File: config.mk
export PLATFORM = sky130hd
export DESIGN_NAME = websocket_frame_unmasker_core_flat
export DESIGN_NICKNAME = d
export VERILOG_FILES = /design/src/wsu_pkg.sv /design/src/wsu_if.sv /design/src/websocket_frame_unmasker_core.sv /design/src/flat_wrapper.sv
export SDC_FILE = /design/constraint.sdc
export NUM_CORES = 1
export LEC_CHECK = 0
export ABC_AREA = 1
export BUFFER_PORTS_ARGS = -buffer_cell sky130_fd_sc_hd__clkbuf_2
export CORE_MARGIN = 3
export CORE_UTILIZATION = 35
export DETAILED_ROUTE_END_ITERATION = 10
export PLACE_DENSITY = 0.54
export SYNTH_ARGS = -nofsm -noshare
export SYNTH_HDL_FRONTEND = slang
export SYNTH_SLANG_ARGS = --single-unit
File: constraint.sdc
create_clock -name clk -period 4.4 [get_ports clk]
set_input_delay 0.22 -clock clk [delete_from_list [all_inputs] [get_ports clk]]
set_output_delay 0.22 -clock clk [all_outputs]
set_load 0.03 [all_outputs]
File: src/wsu_pkg.sv
// Shared types and codes for the websocket frame unmasker.
package wsu_pkg;

  typedef enum logic [4:0] {
    PH_SKIP = 5'b00001,
    PH_LEN  = 5'b00010,
    PH_EXT  = 5'b00100,
    PH_MASK = 5'b01000,
    PH_DATA = 5'b10000
  } phase_t;

  typedef enum logic [1:0] {
    ST_DATA    = 2'd0,
    ST_NO_FIN  = 2'd1,
    ST_NO_MASK = 2'd2,
    ST_EMPTY   = 2'd3
  } status_t;

  localparam logic [6:0] LEN_CODE_16 = 7'd126;
  localparam logic [6:0] LEN_CODE_64 = 7'd127;
  localparam logic [3:0] MASK_BYTES  = 4'd4;

endpackage

File: src/wsu_if.sv
// Valid/ready stream interfaces for received bytes and unmasked results.
interface wsu_in_if;
  logic       valid;
  logic       ready;
  logic [7:0] rx_byte;
  logic       frame_start;

  modport source (output valid, output rx_byte, output frame_start, input ready);
  modport sink (input valid, input rx_byte, input frame_start, output ready);
endinterface

interface wsu_out_if import wsu_pkg::*; ();
  logic       valid;
  logic       ready;
  logic [7:0] payload_byte;
  logic       last_byte;
  status_t    status;

  modport source (output valid, output payload_byte, output last_byte, output status,
                  input ready);
  modport sink (input valid, input payload_byte, input last_byte, input status,
                output ready);
endinterface

File: src/websocket_frame_unmasker_core.sv
// Websocket client frame unmasker: header parse, mask capture, payload XOR.
// The result of an accepted byte is registered in the output register.
// Throughput: one byte per cycle while results drain; the input stalls while
// a result waits, so a byte is taken whenever the result slot is empty or drains.
// Reset (rst, synchronous): parser skips until a frame start, output slot empties.
module websocket_frame_unmasker_core import wsu_pkg::*; #(
  parameter int LEN_BYTES = 8
) (
  input  logic      clk,
  input  logic      rst,
  wsu_in_if.sink    rx,
  wsu_out_if.source pl
);

  localparam int LenW = 8 * LEN_BYTES;

  phase_t          phase, phase_next;
  logic [LenW-1:0] remaining_length, remaining_length_next;
  logic [3:0]      header_byte_count, header_byte_count_next;
  logic [31:0]     mask_key, mask_key_next;
  logic [1:0]      mask_index, mask_index_next;

  logic            res_valid;
  logic [7:0]      res_data;
  logic            res_last;
  status_t         res_status;
  logic [7:0]      key_byte;
  logic [3:0]      hbc_dec;
  logic            in_fire;

  logic            out_valid;
  logic [7:0]      out_data;
  logic            out_last;
  status_t         out_status;

  assign rx.ready = !out_valid || pl.ready;
  assign in_fire  = rx.valid && rx.ready;
  assign hbc_dec  = header_byte_count - 4'd1;

  always_comb begin
    case (mask_index)
      2'd0: key_byte = mask_key[31:24];
      2'd1: key_byte = mask_key[23:16];
      2'd2: key_byte = mask_key[15:8];
      default: key_byte = mask_key[7:0];
    endcase
  end

  always_comb begin
    phase_next             = phase;
    remaining_length_next  = remaining_length;
    header_byte_count_next = header_byte_count;
    mask_key_next          = mask_key;
    mask_index_next        = mask_index;
    res_valid              = 1'b0;
    res_data               = 8'd0;
    res_last               = 1'b0;
    res_status             = ST_DATA;
    if (rx.frame_start) begin
      remaining_length_next  = '0;
      header_byte_count_next = 4'd0;
      mask_key_next          = 32'd0;
      mask_index_next        = 2'd0;
      if (!rx.rx_byte[7]) begin
        phase_next = PH_SKIP;
        res_valid  = 1'b1;
        res_last   = 1'b1;
        res_status = ST_NO_FIN;
      end else begin
        phase_next = PH_LEN;
      end
    end else begin
      case (phase)
        PH_SKIP: begin
          phase_next = PH_SKIP;
        end
        PH_LEN: begin
          if (!rx.rx_byte[7]) begin
            phase_next = PH_SKIP;
            res_valid  = 1'b1;
            res_last   = 1'b1;
            res_status = ST_NO_MASK;
          end else if (rx.rx_byte[6:0] == LEN_CODE_16) begin
            remaining_length_next  = '0;
            header_byte_count_next = 4'd2;
            phase_next             = PH_EXT;
          end else if (rx.rx_byte[6:0] == LEN_CODE_64) begin
            remaining_length_next  = '0;
            header_byte_count_next = 4'(LEN_BYTES);
            phase_next             = PH_EXT;
          end else begin
            remaining_length_next  = LenW'(rx.rx_byte[6:0]);
            header_byte_count_next = MASK_BYTES;
            phase_next             = PH_MASK;
          end
        end
        PH_EXT: begin
          remaining_length_next  = {remaining_length[LenW-9:0], rx.rx_byte};
          header_byte_count_next = hbc_dec;
          if (hbc_dec == 4'd0) begin
            header_byte_count_next = MASK_BYTES;
            phase_next             = PH_MASK;
          end
        end
        PH_MASK: begin
          mask_key_next          = {mask_key[23:0], rx.rx_byte};
          header_byte_count_next = hbc_dec;
          if (hbc_dec == 4'd0) begin
            mask_index_next = 2'd0;
            if (remaining_length == '0) begin
              phase_next = PH_SKIP;
              res_valid  = 1'b1;
              res_last   = 1'b1;
              res_status = ST_EMPTY;
            end else begin
              phase_next = PH_DATA;
            end
          end
        end
        PH_DATA: begin
          remaining_length_next = remaining_length - LenW'(1);
          mask_index_next       = mask_index + 2'd1;
          res_valid             = 1'b1;
          res_data              = rx.rx_byte ^ key_byte;
          res_status            = ST_DATA;
          res_last              = (remaining_length == LenW'(1));
          if (remaining_length == LenW'(1)) begin
            phase_next = PH_SKIP;
          end
        end
        default: begin
          phase_next = PH_SKIP;
        end
      endcase
    end
  end

  always_ff @(posedge clk) begin
    if (rst) begin
      phase             <= PH_SKIP;
      remaining_length  <= '0;
      header_byte_count <= 4'd0;
      mask_key          <= 32'd0;
      mask_index        <= 2'd0;
    end else if (in_fire) begin
      phase             <= phase_next;
      remaining_length  <= remaining_length_next;
      header_byte_count <= header_byte_count_next;
      mask_key          <= mask_key_next;
      mask_index        <= mask_index_next;
    end
  end

  always_ff @(posedge clk) begin
    if (rst) begin
      out_valid <= 1'b0;
    end else if (in_fire) begin
      out_valid <= res_valid;
    end else if (pl.ready) begin
      out_valid <= 1'b0;
    end
  end

  always_ff @(posedge clk) begin
    if (in_fire && res_valid) begin
      out_data   <= res_data;
      out_last   <= res_last;
      out_status <= res_status;
    end
  end

  assign pl.valid        = out_valid;
  assign pl.payload_byte = out_data;
  assign pl.last_byte    = out_last;
  assign pl.status       = out_status;

  a_nonpayload_zero: assert property (@(posedge clk) disable iff (rst)
    (out_valid && out_status != ST_DATA) |-> (out_data == 8'd0 && out_last))
    else $error("non-payload result must carry zero data and last flag");

  a_no_fin_reject: assert property (@(posedge clk) disable iff (rst)
    (in_fire && rx.frame_start && !rx.rx_byte[7]) |=>
      (out_valid && out_status == ST_NO_FIN))
    else $error("frame start without FIN must give a reject result");

  a_data_len_nonzero: assert property (@(posedge clk) disable iff (rst)
    (phase == PH_DATA) |-> (remaining_length != '0))
    else $error("payload phase with zero remaining length");

  a_last_ends_frame: assert property (@(posedge clk) disable iff (rst)
    (in_fire && !rx.frame_start && phase == PH_DATA && remaining_length == LenW'(1)) |=>
      (phase == PH_SKIP && out_valid && out_last))
    else $error("final payload byte must flag last and end the frame");

endmodule
File: src/flat_wrapper.sv
// flat-port wrapper written by rule: the top's interface ports become plain ports
module websocket_frame_unmasker_core_flat import wsu_pkg::*;
#(
  parameter int LEN_BYTES = 8
)
  (clk, rst, rx_valid, rx_rx_byte, rx_frame_start, rx_ready, pl_valid, pl_payload_byte, pl_last_byte, pl_status, pl_ready);
  wsu_in_if rx_i ();
  wsu_out_if pl_i ();
  input  logic clk;
  input  logic rst;
  input wire logic [$bits(rx_i.valid)-1:0] rx_valid;
  input wire logic [$bits(rx_i.rx_byte)-1:0] rx_rx_byte;
  input wire logic [$bits(rx_i.frame_start)-1:0] rx_frame_start;
  output wire logic [$bits(rx_i.ready)-1:0] rx_ready;
  output wire logic [$bits(pl_i.valid)-1:0] pl_valid;
  output wire logic [$bits(pl_i.payload_byte)-1:0] pl_payload_byte;
  output wire logic [$bits(pl_i.last_byte)-1:0] pl_last_byte;
  output wire logic [$bits(pl_i.status)-1:0] pl_status;
  input wire logic [$bits(pl_i.ready)-1:0] pl_ready;
  assign rx_i.valid = rx_valid;
  assign rx_i.rx_byte = rx_rx_byte;
  assign rx_i.frame_start = rx_frame_start;
  assign rx_ready = rx_i.ready;
  assign pl_valid = pl_i.valid;
  assign pl_payload_byte = pl_i.payload_byte;
  assign pl_last_byte = pl_i.last_byte;
  assign pl_status = pl_i.status;
  assign pl_i.ready = pl_ready;
  websocket_frame_unmasker_core #(.LEN_BYTES(LEN_BYTES)) u_core (.clk(clk), .rst(rst), .rx(rx_i), .pl(pl_i));
endmodule
* Word level (Yosys, flattened, before mapping)
Index checks and enable logic that the tools add are counted.
** Operators by class
- Add/sub/neg operators :: 3
- Equal/unequal tests :: 13
- Multiplexer cells :: 42
- Bitwise logic cells :: 2
- Reductions and logical operators :: 18
** Operators with widths (count)
- $mux W64 :: 3
- $pmux W64 S3 :: 1
- $eq A64 B1 Y1 const B :: 1
- $logic_not A64 Y1 :: 1
- $mux W32 :: 2
- $sub A64 B1 Y64 const B :: 1
- $mux W5 :: 7
- $mux W4 :: 6
- $pmux W8 S3 :: 1
- $pmux W5 S4 :: 1
- $eq A7 B7 Y1 const B :: 2
- $mux W2 :: 7
- $pmux W4 S3 :: 1
- $ne A3 B2 Y1 const B :: 3
- $reduce_and A3 Y1 :: 3
- $mux W1 :: 8
- $pmux W2 S2 :: 2
- $reduce_bool A4 Y1 :: 2
- $xor A8 B8 Y8 :: 1
- $mux W7 :: 1
- $pmux W1 S3 :: 2
- $eq A5 B2 Y1 const B :: 1
- $eq A5 B3 Y1 const B :: 1
- $eq A5 B4 Y1 const B :: 1
- 17 further kinds :: 19
** Storage, ports and cells
- Register bits :: 119
- Bits of input ports :: 13
- Output and inout bits :: 13

* Longest topological paths before layout
- Depth in word-level cells :: 6
- Gate-level depth with buffers :: 12

* Worst setup path after synthesis
Ideal clock, no wire load.
- Kind :: register to register
- From :: register u_core.remaining_length[0]
- To :: register u_core.out_last, in the netlist u_core.pl.last_byte (enable)
- Library setup time :: 0.339 ns
- Arrival :: 1.656 ns
- Data required time :: 4.061 ns
- Setup slack :: 2.406 ns
- Cell stages (with the launch flop) :: 11
- Buffers on the path :: 0
- Period minus slack after synthesis :: 1.994 ns
- Path through :: dfxtp_1 inv_1 ha_1 nand2_2 nor2_4 nand2_4 nor2_8 nand4_2 nand3_1 nand2_1 inv_1
** Between the ends
- Longest elaborated chain between the ends :: 6
** RTL lines
- start: declaration :: line websocket_frame_unmasker_core.sv:18 : logic [LenW-1:0] remaining_length, remaining_length_next;
- start signal: assignment :: line websocket_frame_unmasker_core.sv:147 : remaining_length <= remaining_length_next;
- $logic_not A64 Y1 :: line websocket_frame_unmasker_core.sv:110 : if (remaining_length == '0) begin
- $mux W1 :: line websocket_frame_unmasker_core.sv:110
- $mux W1 :: line websocket_frame_unmasker_core.sv:108 : if (hbc_dec == 4'd0) begin
- $pmux W1 S3 :: line websocket_frame_unmasker_core.sv:73 : case (phase)
- $mux W1 :: line websocket_frame_unmasker_core.sv:59 : if (rx.frame_start) begin
- $logic_and A1 B1 Y1 :: line websocket_frame_unmasker_core.sv:165 : if (in_fire && res_valid) begin
- end signal: assignment :: line websocket_frame_unmasker_core.sv:167 : out_last <= res_last;
- end: declaration :: line websocket_frame_unmasker_core.sv:33 : logic out_last;
No other way between the ends.
A chain may end at the register's enable or synchronous reset.

* Final worst setup path
- From :: register u_core.phase[2]
- To :: register u_core.remaining_length[3]
** Between the ends
- Longest elaborated chain between the ends :: 3
** RTL lines
- start: declaration :: line websocket_frame_unmasker_core.sv:17 : phase_t phase, phase_next;
- start signal: assignment :: line websocket_frame_unmasker_core.sv:146 : phase <= phase_next;
- $eq A5 B2 Y1 (tied with other cells) :: line websocket_frame_unmasker_core.sv:73
- $ne A3 B3 Y1 (no line) (tied with other cells)
- $reduce_and A3 Y1 (no line) or $mux W64 (tied branches)
Parallel ways exist; a longest one is shown, timed or not.

==> reports/results.ini <==
[status]
status=finished clean

[routing]
drt-wirelength-per-cell_um=14.8
drc_errors=0
first_pass_iters=5
wl_um=24300
drt_iter0_markers=562
vias=8253
via_per_inst=5.03
ant_nets=0

[synth]
yosysTopAreaCell=dfxtp_1
avgSynthCellArea_um2=6.00
synth.distinct_cells=40
ys_seq_area_share_pct=30.8
synthFlopType=dfxtp_1
yosysTopAreaCellShare_pct=26.7
yosys-top-cells-count=501 x nand2_1, 170 x nor2_1, 139 x nand3_1
synth.most_common_cell=nand2_1
syn-num-nets=1371
netlist_instances=1350
syn-cell-area_mm2=0.00809
yosysWarnings=0
ys_ff_latch=119
synth_edf_count=11
synthTopCellsByArea=dfxtp_1 27%, nand2_1 23%, nand3_1 8.6%, nor2_1 7.9%, a21oi_1 7.8%
ys_async_sr_fraction_pct=0

[setup_path]
crit_type=flip-flop to flip-flop
crit_path_end_kind=flip-flop
cp_common_cell=nand3_1
critical_path_required_ns=4.75
critical-path-slowest-cell=nor2_8
path_buf_inv=2
critical-path-top-delay-family=simple AND/OR/NAND/NOR gates
cpPeakStageDelay_ns=0.95
crit_path_start_kind=flip-flop
cp.arrival_ns=3.16
cp_max_fo=65
crit_chain=inv_2, nor2_1, nand3_2, buf_4, nand3_1, nand2_4, nor2_8, nand3_1, a21oi_1

[power_and_ir_drop]
total_leakage_power_nw=4.01
power_mw=2.83
powerDensity_mw_per_mm2=318
peakVddDrop_v=0.000237

[sta]
setup-tns-final_ns=0
period_share_pct=63.7
max_slew_margin_pct=28.9
max_freq_ghz=0.357
finClkSkew_ns=0.00965
worst_pin_slew_ns=1.07
finalHoldViolCount=0
drv_slew=0
period_minus_slack_ns=2.80
rsz0062_at_grt=no
hold_ws_ns=0.102
setup_ws_ns=1.60
setup_viol=0

[cells_and_area]
fill_cells=2495
final_nets=1365
n_antenna_cell=0
area_growth_pct=9.63
drive_gt1_share_pct=8.84

[global_routing]
grt.total_usage_pct=20.1
antenna_found_initial=0
grt_pass1_wl_um=40100
grt_remaining_overflow=0
grt_pass1_vias=7796
grt_max_degree=66

[clock_network]
cts-resized-gates=0
h-tree-depth=4
cts_setup_buffers=0
cts_tree=yes
path_clk_slew_ns=0.07
clock_latency_ns=0.43
clock_sinks=119
cts_max_path_buffers=2
cts_root_buf=clkbuf_16
ctsHoldBuffers=0
cts_buffers=17

[job]
drv_cap=0

[floorplan]
start_util_pct=35.6
io_pins=26
dieWidth_um=158
dieArea_mm2=0.0250
dieHeight_um=158
rows=55
core_mm2=0.0227

[placement]
pre_cts_ws_ns=1.53
place_congestion=0.846
portBuffers=25
dp_hpwl_um=16600

[min_path]
min_path_type=primary input to flip-flop

[worst min-delay path: cells and delay by family]
kind / cells / cell delay [ns]
AOI/OAI and AO/OA: 1 / 0.07
buffers and inverters: 2 / 0.10
and+or+nand+nor: 1 / 0.10
[cell families after synthesis]
logic type,after synthesis,share of synthesized area [%]
xor gates and xnor gates,2,0.216
adders and majority gates,8,1.24
and+or+nand+nor,871,46.5
DFF,119,30.8
AOI/OAI and AO/OA,195,12.7
buffers and inverters,155,8.63
[layout make-up]
cell class	instances	area, µm²	area share (%)
clock buffers	17	425	4.79
clock inverters	15	155	1.75
inverters	100	375	4.23
multi-input cells	1076	4900	55.3
flip-flops and latches	119	2490	28.1
well taps	285	357	4.02
repair buffers	30	165	1.86
[registers in the layout, summed over array words and instances (netlist names)]
signal                    cells
u_core.mask_key              32
u_core.phase                  5
u_core.pl.last_byte           1
u_core.mask_index             2
u_core.pl.status              2
u_core.pl.valid               1
u_core.header_byte_count      4
u_core.remaining_length      64
u_core.pl.payload_byte        8
[metrics by stage]
stage	instance area [µm²]	util, %	instances
after floorplan	8090	-	1350
after global placement	8290	36.5	1610
after detailed placement	8290	36.5	1610
after CTS	8870	39.1	1642
after global routing	8870	39.1	1642
final	8870	39.1	1642
[metal layers]
layer | track usage, % | vias up | share of wire [%]
met5 | 0 | - | 0
met4 | 5.94 | 0 | 1.9
met3 | 2.95 | 28 | 3.5
met2 | 34.2 | 140 | 48
met1 | 26.6 | 3763 | 47
li1 | - | 4322 | -
[where the power goes]
| group | total (mW) | leakage [nW] | internal (mW) | switching, mW |
|---|---|---|---|---|
| Clock | 1.42 | 0.286 | 0.802 | 0.620 |
| Combinational | 0.295 | 2.75 | 0.0772 | 0.218 |
| Sequential | 1.11 | 0.976 | 1.10 | 0.00730 |
[placed cells by master, fill, tap and decap left out, types with 6 or more instances in the layout]
| cell type | instances |
|---|---|
| a21oi_1 | 126 |
| buf_4 | 6 |
| clkbuf_16 | 17 |
| clkbuf_2 | 24 |
| dfxtp_1 | 108 |
| edfxtp_1 | 11 |
| ha_1 | 8 |
| inv_1 | 95 |
| inv_6 | 7 |
| nand2_1 | 501 |
| nand2_2 | 9 |
| nand3_1 | 139 |
| nor2_1 | 170 |
| nor2_2 | 8 |
| nor2_4 | 12 |
| o21ai_0 | 45 |
| o21bai_1 | 6 |
| o22ai_1 | 6 |
| or2_2 | 8 |
[worst paths after layout]
| check | from | to | slack [ns] | cells after the start |
|---|---|---|---|---|
| worst max-delay path | u_core.phase[2]$_SDFFE_PP0P_ | u_core.remaining_length[3]$_SDFFE_PP0P_ | 1.60 | 9 |
| worst min-delay path | pl_ready | u_core.pl.valid$_SDFFE_PP0P_ | 0.10 | 4 |
| worst max register to register | u_core.phase[2]$_SDFFE_PP0P_ | u_core.remaining_length[3]$_SDFFE_PP0P_ | 1.60 | 9 |
| worst min register to register | u_core.mask_key[24]$_SDFFE_PP0P_ | u_core.mask_key[24]$_SDFFE_PP0P_ | 0.47 | 2 |
No activity file was read; power rests on OpenSTA's default activity.
